**config.mk**
```make
export PLATFORM = sky130hd
export DESIGN_NAME = rc4_stream_cipher
export DESIGN_NICKNAME = d
export VERILOG_FILES = /design/src/sv/rc4_pkg.sv /design/src/sv/rc4_key_ctr.sv /design/src/sv/rc4_stream_cipher.sv
export SDC_FILE = /design/constraint.sdc
export NUM_CORES = 2
export LEC_CHECK = 0
export ABC_AREA = 0
export BUFFER_PORTS_ARGS = -buffer_cell sky130_fd_sc_hd__buf_2
export CAP_MARGIN = 0
export CORE_MARGIN = 3
export CORE_UTILIZATION = 40
export CTS_CLUSTER_DIAMETER = 80
export DETAILED_ROUTE_END_ITERATION = 10
export GPL_ROUTABILITY_DRIVEN = 1
export PLACE_DENSITY = 0.59
export SLEW_MARGIN = 20
export SYNTH_ARGS = -nofsm -noshare
export SYNTH_HDL_FRONTEND = slang
export SYNTH_HIERARCHICAL = 1
export SYNTH_SLANG_ARGS = --single-unit
```
**constraint.sdc**
```tcl
create_clock -name clk -period 5.1 [get_ports clk]
set_input_delay 0.765 -clock clk [delete_from_list [all_inputs] [get_ports clk]]
set_output_delay 0.765 -clock clk [all_outputs]
set_load 0.02 [all_outputs]
```
**src/sv/rc4_pkg.sv**
```systemverilog
`timescale 1ns / 1ps
// ----------------------------------------------------------------------------
// rc4_pkg
// Shared types and constants for the RC4 stream cipher block.
// ----------------------------------------------------------------------------
package rc4_pkg;

  localparam int unsigned BYTE_W    = 8;
  localparam int unsigned KEY_LEN_W = 9;
  localparam int unsigned PERM_SIZE = 256;

  typedef logic [BYTE_W-1:0]    byte_t;
  typedef logic [KEY_LEN_W-1:0] key_len_t;
  typedef logic [1:0]           cmd_t;

  localparam cmd_t CMD_LOAD  = 2'd0;
  localparam cmd_t CMD_SCHED = 2'd1;
  localparam cmd_t CMD_CRYPT = 2'd2;

  // key index counter control
  typedef struct packed {
    logic clear;
    logic step;
  } kctr_ctl_t;

endpackage

```
**src/sv/rc4_key_ctr.sv**
```systemverilog
`timescale 1ns / 1ps
// ----------------------------------------------------------------------------
// rc4_key_ctr
// Key store index for the key schedule: counts modulo the effective key length.
// ----------------------------------------------------------------------------
module rc4_key_ctr #(
  parameter int KEY_DEPTH = 256
) (
  input  logic                     clk,
  input  logic                     rst_n,
  input  rc4_pkg::key_len_t        key_length,
  input  rc4_pkg::kctr_ctl_t       ctl,
  output logic [$clog2(KEY_DEPTH)-1:0] idx
);

  localparam int KW = $clog2(KEY_DEPTH);

  rc4_pkg::key_len_t eff_len;
  logic              wrap;
  logic [KW-1:0]     idx_r;
  logic [KW-1:0]     idx_nxt;

  // zero counts as one, anything past the store saturates
  always_comb begin
    if (key_length == '0) begin
      eff_len = rc4_pkg::KEY_LEN_W'(1);
    end else if (key_length > rc4_pkg::KEY_LEN_W'(KEY_DEPTH)) begin
      eff_len = rc4_pkg::KEY_LEN_W'(KEY_DEPTH);
    end else begin
      eff_len = key_length;
    end
  end

  assign wrap = ((rc4_pkg::KEY_LEN_W'(idx_r) + rc4_pkg::KEY_LEN_W'(1)) == eff_len);

  always_comb begin
    idx_nxt = idx_r;
    if (ctl.clear) begin
      idx_nxt = '0;
    end else if (ctl.step) begin
      idx_nxt = wrap ? '0 : idx_r + KW'(1);
    end
  end

  always_ff @(posedge clk) begin
    if (!rst_n) begin
      idx_r <= '0;
    end else begin
      idx_r <= idx_nxt;
    end
  end

  assign idx = idx_r;

endmodule

```
**src/sv/rc4_stream_cipher.sv**
```systemverilog
`timescale 1ns / 1ps
// ----------------------------------------------------------------------------
// rc4_stream_cipher
// RC4 byte cipher with key store, key scheduler and keystream generator.
// ----------------------------------------------------------------------------
// Usage: load key bytes with cmd 0 (one per request, at key_index), set
// key_length on the cfg port while idle, then send cmd 1 to run the key
// schedule. Each cmd 2 request then XORs its byte with the next keystream
// byte and returns one result; before any schedule the byte passes through
// with keystream 0 and not_keyed set. Loads and schedules return nothing,
// cmd 3 is ignored. All permutation traffic goes through one RAM with one
// write and one registered read per cycle, and that port sets the pace:
// a schedule fills the identity, then for 256 steps reads S[k], forms j
// and reads S[j], writes S[k], writes S[j]; a keyed crypt steps i, reads
// S[i] and S[j], swaps them and reads S[S[i]+S[j]]. A finished result sits
// in the output register, so the next request is taken even while the
// consumer stalls; a crypt only waits at its end if that register is full.
// ----------------------------------------------------------------------------
module rc4_stream_cipher #(
  parameter int KEY_DEPTH = 256
) (
  input  logic                     clk,
  input  logic                     rst_n,
  // request channel
  input  logic                     in_valid,
  output logic                     in_stall,
  input  rc4_pkg::cmd_t            in_cmd,
  input  rc4_pkg::byte_t           in_key_index,
  input  rc4_pkg::byte_t           in_byte_value,
  // result channel
  output logic                     out_valid,
  input  logic                     out_stall,
  output rc4_pkg::byte_t           out_byte,
  output rc4_pkg::byte_t           out_keystream,
  output logic                     out_not_keyed,
  // key length register
  input  logic                     cfg_valid,
  output logic                     cfg_ready,
  input  rc4_pkg::key_len_t        cfg_data
);

  localparam int KW = $clog2(KEY_DEPTH);

  // sequencer states
  localparam logic [3:0] ST_IDLE   = 4'd0;
  localparam logic [3:0] ST_FILL   = 4'd1;  // identity fill, one entry a cycle
  localparam logic [3:0] ST_KSA_RD = 4'd2;  // read S[k]
  localparam logic [3:0] ST_KSA_J  = 4'd3;  // new j, read S[j]
  localparam logic [3:0] ST_KSA_WK = 4'd4;  // S[k] = S[j]
  localparam logic [3:0] ST_KSA_WJ = 4'd5;  // S[j] = old S[k]
  localparam logic [3:0] ST_PR_RI  = 4'd6;  // i++, read S[i]
  localparam logic [3:0] ST_PR_RJ  = 4'd7;  // j += S[i], read S[j]
  localparam logic [3:0] ST_PR_WI  = 4'd8;  // S[i] = S[j]
  localparam logic [3:0] ST_PR_WJ  = 4'd9;  // S[j] = S[i], read S[S[i]+S[j]]
  localparam logic [3:0] ST_PR_KS  = 4'd10; // pick keystream byte
  localparam logic [3:0] ST_DONE   = 4'd11; // hand result to output register

  localparam rc4_pkg::byte_t LAST_IDX = rc4_pkg::BYTE_W'(rc4_pkg::PERM_SIZE - 1);

  // control registers
  logic [3:0]         state_r, state_nxt;
  rc4_pkg::byte_t     i_r, i_nxt;
  rc4_pkg::byte_t     j_r, j_nxt;
  rc4_pkg::byte_t     k_r, k_nxt;
  logic               keyed_r, keyed_nxt;
  rc4_pkg::key_len_t  key_len_r;
  logic               out_valid_r, out_valid_nxt;

  // payload registers
  rc4_pkg::byte_t     si_r, si_nxt;
  rc4_pkg::byte_t     sj_r, sj_nxt;
  rc4_pkg::byte_t     byte_r, byte_nxt;
  rc4_pkg::byte_t     ks_r, ks_nxt;
  logic               nk_r, nk_nxt;
  logic               hit_r, hit_nxt;
  rc4_pkg::byte_t     out_byte_r;
  rc4_pkg::byte_t     out_ks_r;
  logic               out_nk_r;

  // permutation RAM port
  rc4_pkg::byte_t     perm_mem [rc4_pkg::PERM_SIZE];
  logic               s_we;
  rc4_pkg::byte_t     s_waddr;
  rc4_pkg::byte_t     s_wdata;
  rc4_pkg::byte_t     s_raddr;
  rc4_pkg::byte_t     s_rd_r;

  // key store
  rc4_pkg::byte_t     key_mem [KEY_DEPTH];
  logic               key_we;
  logic [KW-1:0]      key_raddr;
  rc4_pkg::byte_t     key_rd_r;

  rc4_pkg::kctr_ctl_t kctl;

  logic               in_acc;
  logic               out_free;
  logic               load_out;
  rc4_pkg::byte_t     sum_b;

  assign in_stall  = (state_r != ST_IDLE);
  assign in_acc    = in_valid && !in_stall;
  assign out_free  = !out_valid_r || !out_stall;
  assign load_out  = (state_r == ST_DONE) && out_free;
  assign cfg_ready = 1'b1;

  assign key_we = in_acc && (in_cmd == rc4_pkg::CMD_LOAD) &&
                  ({1'b0, in_key_index} < rc4_pkg::KEY_LEN_W'(KEY_DEPTH));

  rc4_key_ctr #(
    .KEY_DEPTH (KEY_DEPTH)
  ) u_key_ctr (
    .clk        (clk),
    .rst_n      (rst_n),
    .key_length (key_len_r),
    .ctl        (kctl),
    .idx        (key_raddr)
  );

  // sequencer
  always_comb begin
    state_nxt = state_r;
    i_nxt     = i_r;
    j_nxt     = j_r;
    k_nxt     = k_r;
    keyed_nxt = keyed_r;
    si_nxt    = si_r;
    sj_nxt    = sj_r;
    byte_nxt  = byte_r;
    ks_nxt    = ks_r;
    nk_nxt    = nk_r;
    hit_nxt   = hit_r;
    s_we      = 1'b0;
    s_waddr   = '0;
    s_wdata   = '0;
    s_raddr   = '0;
    sum_b     = '0;
    kctl      = '0;

    case (state_r)
      ST_IDLE: begin
        if (in_acc) begin
          case (in_cmd)
            rc4_pkg::CMD_SCHED: begin
              k_nxt      = '0;
              j_nxt      = '0;
              kctl.clear = 1'b1;
              state_nxt  = ST_FILL;
            end
            rc4_pkg::CMD_CRYPT: begin
              byte_nxt = in_byte_value;
              if (keyed_r) begin
                nk_nxt    = 1'b0;
                state_nxt = ST_PR_RI;
              end else begin
                ks_nxt    = '0;
                nk_nxt    = 1'b1;
                state_nxt = ST_DONE;
              end
            end
            default: begin
              // key loads write the store directly; unused code does nothing
            end
          endcase
        end
      end
      ST_FILL: begin
        s_we    = 1'b1;
        s_waddr = k_r;
        s_wdata = k_r;
        k_nxt   = k_r + 8'd1;
        if (k_r == LAST_IDX) begin
          state_nxt = ST_KSA_RD;
        end
      end
      ST_KSA_RD: begin
        s_raddr   = k_r;
        state_nxt = ST_KSA_J;
      end
      ST_KSA_J: begin
        sum_b     = j_r + s_rd_r + key_rd_r;
        s_raddr   = sum_b;
        j_nxt     = sum_b;
        si_nxt    = s_rd_r;
        state_nxt = ST_KSA_WK;
      end
      ST_KSA_WK: begin
        s_we      = 1'b1;
        s_waddr   = k_r;
        s_wdata   = s_rd_r;
        state_nxt = ST_KSA_WJ;
      end
      ST_KSA_WJ: begin
        s_we      = 1'b1;
        s_waddr   = j_r;
        s_wdata   = si_r;
        k_nxt     = k_r + 8'd1;
        kctl.step = 1'b1;
        if (k_r == LAST_IDX) begin
          i_nxt     = '0;
          j_nxt     = '0;
          keyed_nxt = 1'b1;
          state_nxt = ST_IDLE;
        end else begin
          state_nxt = ST_KSA_RD;
        end
      end
      ST_PR_RI: begin
        i_nxt     = i_r + 8'd1;
        s_raddr   = i_r + 8'd1;
        state_nxt = ST_PR_RJ;
      end
      ST_PR_RJ: begin
        sum_b     = j_r + s_rd_r;
        s_raddr   = sum_b;
        j_nxt     = sum_b;
        si_nxt    = s_rd_r;
        state_nxt = ST_PR_WI;
      end
      ST_PR_WI: begin
        s_we      = 1'b1;
        s_waddr   = i_r;
        s_wdata   = s_rd_r;
        sj_nxt    = s_rd_r;
        state_nxt = ST_PR_WJ;
      end
      ST_PR_WJ: begin
        // read happens alongside the S[j] write; bypass when they collide
        s_we      = 1'b1;
        s_waddr   = j_r;
        s_wdata   = si_r;
        sum_b     = si_r + sj_r;
        s_raddr   = sum_b;
        hit_nxt   = (sum_b == j_r);
        state_nxt = ST_PR_KS;
      end
      ST_PR_KS: begin
        ks_nxt    = hit_r ? si_r : s_rd_r;
        state_nxt = ST_DONE;
      end
      ST_DONE: begin
        if (out_free) begin
          state_nxt = ST_IDLE;
        end
      end
      default: begin
        state_nxt = ST_IDLE;
      end
    endcase
  end

  always_comb begin
    out_valid_nxt = out_valid_r && out_stall;
    if (load_out) begin
      out_valid_nxt = 1'b1;
    end
  end

  always_ff @(posedge clk) begin
    if (!rst_n) begin
      state_r     <= ST_IDLE;
      i_r         <= '0;
      j_r         <= '0;
      k_r         <= '0;
      keyed_r     <= 1'b0;
      key_len_r   <= rc4_pkg::KEY_LEN_W'(1);
      out_valid_r <= 1'b0;
    end else begin
      state_r     <= state_nxt;
      i_r         <= i_nxt;
      j_r         <= j_nxt;
      k_r         <= k_nxt;
      keyed_r     <= keyed_nxt;
      out_valid_r <= out_valid_nxt;
      if (cfg_valid && cfg_ready) begin
        key_len_r <= cfg_data;
      end
    end
  end

  always_ff @(posedge clk) begin
    si_r   <= si_nxt;
    sj_r   <= sj_nxt;
    byte_r <= byte_nxt;
    ks_r   <= ks_nxt;
    nk_r   <= nk_nxt;
    hit_r  <= hit_nxt;
    if (load_out) begin
      out_byte_r <= byte_r ^ ks_r;
      out_ks_r   <= ks_r;
      out_nk_r   <= nk_r;
    end
  end

  // permutation RAM: one write, one registered read
  always_ff @(posedge clk) begin
    if (s_we) begin
      perm_mem[s_waddr] <= s_wdata;
    end
    s_rd_r <= perm_mem[s_raddr];
  end

  // key store RAM
  always_ff @(posedge clk) begin
    if (key_we) begin
      key_mem[in_key_index[KW-1:0]] <= in_byte_value;
    end
    key_rd_r <= key_mem[key_raddr];
  end

  assign out_valid     = out_valid_r;
  assign out_byte      = out_byte_r;
  assign out_keystream = out_ks_r;
  assign out_not_keyed = out_nk_r;

endmodule
```
# Word-level counts from Yosys, hierarchy flattened
# Memories as Yosys holds them, arrays and structs flattened. A register that Yosys moved wholly into a read port is not among the register bits.
# Cells that the tools add are included.
[classes]
n_addsub = 7
mul = 0
n_div = 0
magnitude_cmp = 1
eq_ne = 24
n_shift = 0
n_mux = 35
n_bitwise = 2
n_reduce_logical = 30
[op_table]
columns = ["op", "count"]
rows = [
  ["two-way mux 8 bit", 8],
  ["one-hot mux 4 bit (12 select lines)", 1],
  ["one-hot mux 8 bit (2 select lines)", 3],
  ["one-hot mux 8 bit (3 select lines)", 2],
  ["one-hot mux 8 bit (5 select lines)", 1],
  ["one-hot mux 8 bit (4 select lines)", 1],
  ["adder 8 x 1 -> 8 bit, second input constant", 3],
  ["adder 8 bit", 3],
  ["two-way mux 9 bit", 2],
  ["equality test 4 x 3 -> 1 bit, second input constant", 4],
  ["equality test 4 bit, second input constant", 4],
  ["two-way mux 4 bit", 4],
  ["AND reduction 4 bit", 3],
  ["OR reduction 2 bit", 6],
  ["two-way mux 1 bit", 11],
  ["!= test 2 bit, second input constant", 5],
  ["adder 8 x 1 -> 9 bit, second input constant", 1],
  ["equality test 9 bit", 1],
  ["> comparator 9 bit, second input constant", 1],
  ["logical NOT 9 bit", 1],
  ["equality test 4 x 2 -> 1 bit, second input constant", 2],
  ["equality test 8 bit", 1],
  ["equality test 8 bit, second input constant", 1],
  ["one-hot mux 4 bit (2 select lines)", 1],
  ["18 further kinds", 29],
]
[word_totals]
regBits = 98
latchBits = 0
ram_bits = 4096
rom_bits = 0
input_bits = 32
output_inout_bits = 20
elab_cells = 118
memories = 2
[memory_table]
columns = ["name", "words", "width", "rd", "rd_ports_with_merged_regs", "wr", "line_no", "source"]
rows = [
  ["key_mem", 256, 8, 1, 1, 1, "rc4_stream_cipher.sv:89", "rc4_pkg::byte_t key_mem [KEY_DEPTH];"],
  ["perm_mem", 256, 8, 1, 1, 1, "rc4_stream_cipher.sv:81", "rc4_pkg::byte_t perm_mem [rc4_pkg::PERM_SIZE];"],
]

# Logic depth before layout (Yosys ltp)
[logic_depth]
word_depth = 6
ltp_mapped = 22
mapped_depth_nobuf = 19

# By module
# The synthesis kept the hierarchy.
[by_module_without_submodules]
columns = ["mod", "instances", "cells_each", "area_each_um2"]
rows = [
  ["rc4_stream_cipher", 1, 9716, 165475.0],
  ["rc4_key_ctr", 1, 108, 910.9],
]

# Worst setup path after synthesis
# OpenSTA, ideal clock, no wires.
[synth_path]
path_type = "reg-to-reg"
from = "register state_r[3]"
to = "memory perm_mem[0][0] in the netlist's numbering, data pin"
t_arrival_ns = 4.641
t_required_ns = 4.329
setup_slack_ns = -0.311
path_stages_with_launch = 8
n_path_buf = 3
synth_period_minus_slack_ns = 5.411
cell_sequence = "dfxtp_1 > buf_4 > clkbuf_1 > xnor2_1 > nor3b_1 > clkbuf_1 > a222oi_1 > inv_1"
[synth_via]
elab_chain_len = 3
word_cells_on_any_way = 8
cone_classes = "eq/ne: 5; mux: 1; reduce/logical: 2"
[synth_rtl]
columns = ["item", "line_no", "source"]
rows = [
  ["start, declared", "rc4_stream_cipher.sv:61", "logic [3:0] state_r, state_nxt;"],
  ["start signal, assigned", "rc4_stream_cipher.sv:269", "state_r <= state_nxt;"],
  ["equality test 4 x 3 -> 1 bit / equality test 4 bit (equally long branches)", "rc4_stream_cipher.sv:140", "case (state_r)"],
  ["OR reduction 2 bit (no line)", "n/a", ""],
  ["one-hot mux 8 bit (3 select lines) (*)", "rc4_stream_cipher.sv:140", ""],
  ["via s_wdata[0]", "rc4_stream_cipher.sv:84", "rc4_pkg::byte_t s_wdata;"],
  ["end, declared", "rc4_stream_cipher.sv:81", ""],
]
# The timed path passes the listed nets; every way through them passes the cells marked *.

# Worst setup path after layout
[layout_path]
from = "register s_rd_r[0] (read register of perm_mem)"
to = "register s_rd_r[2] (read register of perm_mem)"
[layout_via]
elab_chain_len = 3
[layout_rtl]
columns = ["item", "line_no", "source"]
rows = [
  ["start, declared", "rc4_stream_cipher.sv:86", "rc4_pkg::byte_t s_rd_r;"],
  ["adder 8 bit (*)", "rc4_stream_cipher.sv:181, rc4_stream_cipher.sv:214", ""],
  ["adder 8 bit", "rc4_stream_cipher.sv:181", "sum_b = j_r + s_rd_r + key_rd_r;"],
  ["one-hot mux 8 bit (5 select lines) (*)", "rc4_stream_cipher.sv:140", ""],
]
# Every way passes the cells marked *; elsewhere a longest branch is shown, timed or not.
# A chain may end at the register's enable or synchronous reset.

==> impl_metrics.csv <==
group,metric,value,unit
status,status,"complete, no violations",
placement,place_ws,-346,ps
die,dieWidth,651,um
sta,postLayoutSetupSlackWorst,17.9,ps
cells_and_area,final_layout_size_suffix_gt1_share,21.8,%
yosys,ys_warn_count,6,
yosys,synthAdderAreaFrac,0.217,%
worst_setup_path,endpoint_kind,"flip-flop",
drt,drt_iter0_markers,12364,
global_route,grt_overflow,0,
worst_setup_path,path_buf_inv,5,
hold_path,worstHoldPathType,"in -> reg",
clock_network,cts.clk_slew.worst_paths,70,ps
global_route,grt_pass1_wl,690000,um
drt,drt-total-wl,481000,um
yosys,netlist_area,0.166,mm2
power,max-vdd-ir-drop,0.339,mV
worst_setup_path,crit_family,"compound AO/OA/AOI/OAI gates",
die,ios,52,
cells_and_area,final_cell_mix,"edfxtp_1 (4,147), nand2_1 (1,802), buf_4 (816)",
clock_network,ctsLongestPathBuffers,4,
worst_setup_path,critical_path_arrival,5980,ps
clock_network,numCtsBuffers,420,
cells_and_area,n_fill_cell,34560,
yosys,synth_compound_area_share,3.16,%
drt,drc,0,
yosys,synth_area_per_cell,16.9,um2
global_route,grt_max_degree,182,
yosys,ys.flop_type,"edfxtp_1",
sta,setup_viol,0,
cells_and_area,final_cell_count_no_fill,16474,
global_route,antenna_found_initial,29,
global_route,grt_use_total,22.3,%
clock_network,htree_levels,5,
worst_setup_path,critPathMaxFanout,20,
die,core_area,0.414,mm2
worst_setup_path,required,6000,ps
job,cap_violations,0,
die,core.rowCount,236,
yosys,syn_inst,9824,
sta,worstMarginPinSlew,1280,ps
sta,finalMaxSlewViolations,0,
sta,fin_worst_skew,77.3,ps
drt,firstDrtPassIters,6,
yosys,synth_top_family_by_area,"multiplexers",
die,die_h,651,um
drt,vias_per_cell,5.78,
power,p_per_area,398,mW/mm2
yosys,yosysUniqueCellTypes,97,
cells_and_area,final_common_cell,"edfxtp_1",
worst_setup_path,startpoint_type,"flip-flop",
global_route,grt_pass1_vias,93911,
worst_setup_path,path_common_cell,"buf_4",
yosys,synth_edf_count,4147,
die,dieArea,0.424,mm2
drt,wl_per_cell,29.2,um
cells_and_area,final_nets,10689,
yosys,synth_mux_area_share,10.4,%
sta,relSlewSlack,14.6,%
yosys,synth-xor-area-share,0.302,%
worst_setup_path,r2r_slack,20,ps
clock_network,clockRootBuffer,"clkbuf_16",
yosys,synthSimpleGateAreaFrac,8.56,%
clock_network,clock-sinks,4210,
placement,port_buffers,50,
power,p_leak,63.1,nW
sta,fin_crit_sh,99.6,%
yosys,ys_seq_area_share,75.6,%
worst_setup_path,cp_slowest_stage_delay,630,ps
yosys,syn_nets,9883,
worst_setup_path,critPathKind,"reg -> reg",
sta,timing.fmax,197,MHz
placement,placed_cells,15676,
sta,period_needed,5080,ps
placement,place.gp.congestion,0.992,
cells_and_area,area_growth,16.3,%
worst_setup_path,path_cells,"ha_2 -> fa_2 -> inv_1 -> fa_1 -> xnor2_1 -> mux2_2 -> a221oi_4 -> buf_12 -> buf_4 -> nor2_4 -> buf_4 -> a32oi_1 -> buf_4 -> a31oi_1 -> o2111ai_1 -> nand4_1 -> nor3_1 -> a32o_1",
die,start_util,40.2,%
worst_setup_path,cpMaxStageDelayCell,"a31oi_1",
clock_network,clkLatencyLatePin,1010,ps
sta,hold_viol_final,0,
yosys,synthArstFlopShare,0,%
yosys,ys_ff_latch,4210,
drt,ant_nets,0,
clock_network,cts_tree,"yes",
placement,dpl.hpwl,317000,um
drt,via_count,95264,
## per-layer routing
metal / track usage, % / wire length [um] / part of all wire [%] / up-vias
li1: - / - / - / 40112
met1: 31.4 / 194000 / 40 / 49644
met2: 34.6 / 222000 / 46 / 4698
met3: 4.75 / 47200 / 9.8 / 798
met4: 7.22 / 17300 / 3.6 / 12
met5: 0 / 70 / 0.015 / -
## per-stage QoR
stage	cell area (um2)	hold slack [ps]	util, %	TNS [ps]	power, mW
CTS	193000	18.0	46.7	-9.78	77.2
global route	193000	63.0	46.8	-19.7	79.2
floorplan	166000	400	-	0	43.0
global placement	180000	480	43.4	-2830	47.2
finish	193000	96.0	46.8	0	77.0
detailed placement	180000	465	43.4	-1370	47.3
## cell usage after synthesis, drive strengths merged (5+ instances only)
| cell | instances | area, um2 |
|---|---|---|
| a221oi | 5 | 61.3 |
| inv | 20 | 75.1 |
| nor3 | 55 | 275 |
| edfxtp | 4147 | 125000 |
| ha | 24 | 300 |
| a222oi | 8 | 80.1 |
| a31oi | 127 | 795 |
| xnor2 | 24 | 218 |
| o22ai | 40 | 256 |
| and2 | 12 | 76.3 |
| clkbuf | 275 | 1040 |
| a32oi | 102 | 893 |
| a21boi | 16 | 120 |
| or4 | 14 | 105 |
| a21o | 7 | 52.6 |
| nor2b | 35 | 221 |
| a22oi | 21 | 163 |
| o21ai | 49 | 245 |
| nor4b | 5 | 58.8 |
| nor4 | 35 | 240 |
| nand3 | 461 | 2310 |
| a22o | 10 | 87.6 |
| dfxtp | 63 | 1260 |
| mux2i | 162 | 1620 |
| o21a | 5 | 37.5 |
| o211ai | 6 | 50.1 |
| mux4 | 698 | 15700 |
| a311oi | 141 | 1230 |
| nand2 | 1804 | 6770 |
| a21oi | 90 | 450 |
| and3 | 169 | 1060 |
| xor2 | 30 | 263 |
| a211oi | 40 | 300 |
| nor2 | 603 | 2260 |
| buf | 340 | 1700 |
| nor3b | 8 | 60.1 |
| nand4 | 85 | 532 |
## registers in the layout (all words and copies together) (netlist names), 4 cells and up
| register | cells |
|---|---|
| out_keystream | 8 |
| k_r | 8 |
| byte_r | 8 |
| i_r | 8 |
| sj_r | 8 |
| perm_mem | 2048 |
| j_r | 8 |
| si_r | 8 |
| s_rd_r | 8 |
| ks_r | 8 |
| key_rd_r | 8 |
| state_r | 4 |
| key_len_r | 9 |
| key_mem | 2048 |
| u_key_ctr/idx | 8 |
| out_byte | 8 |
## layout make-up
class	count	area, um2	share of cell area (%)
Sequential cell	4210	126000	65.0
Tap cell	5474	6850	3.54
Clock inverter	253	2250	1.16
Timing Repair Buffer	1001	9100	4.70
Clock buffer	530	11100	5.74
Multi-Input combinational cell	4977	38200	19.8
Inverter	20	105	0.0543
Antenna cell	9	22.5	0.0116
## cells by family (layout without fill, tap and decap cells)
kind of cell / after synthesis / count (layout)
XOR/XNOR: 55 / 55
AND/OR/NAND/NOR: 3317 / 3317
flip-flops: 4210 / 4210
adder cells (fa/ha/maj): 27 / 27
multiplexers: 864 / 864
buffers and inverters: 637 / 1804
other: 1 / 10
AO/OA/AOI/OAI: 713 / 713
## worst register-to-register path: stages, from the launching register on
cell and delay [ps]:
dfxtp_1 340, ha_2 200, fa_2 590, inv_1 60, fa_1 400, xnor2_1 170
mux2_2 250, a221oi_4 90, buf_12 190, buf_4 220, nor2_4 390, buf_4 440
a32oi_1 190, buf_4 180, a31oi_1 630, o2111ai_1 290, nand4_1 160, nor3_1 60
a32o_1 200
## repair_timing
item	CTS	global route
gates resized for setup	27	38
hold buffers	1	0
setup endpoints to repair	7	8
setup buffers	3	3
endpoints found under the hold margin	1	0
pin swaps	5	10
## power breakdown
group	switching, mW	leakage [nW]	internal, mW	total [mW]
combinational	5.59	18.3	2.46	8.05
sequential	0.176	38.3	38.7	38.8
clock	13.2	6.51	17.0	30.1
total	18.9	63.1	58.1	77.0
## worst paths after layout
kind | start | endpoint | depth (start not counted)
max | s_rd_r[0] | s_rd_r[2] | 18
min | cfg_data[1] | key_len_r[1] | 3
min reg2reg | keyed_r | keyed_r | 2
max reg2reg | s_rd_r[0] | s_rd_r[2] | 18
No activity file was read; power rests on OpenSTA's default activity.
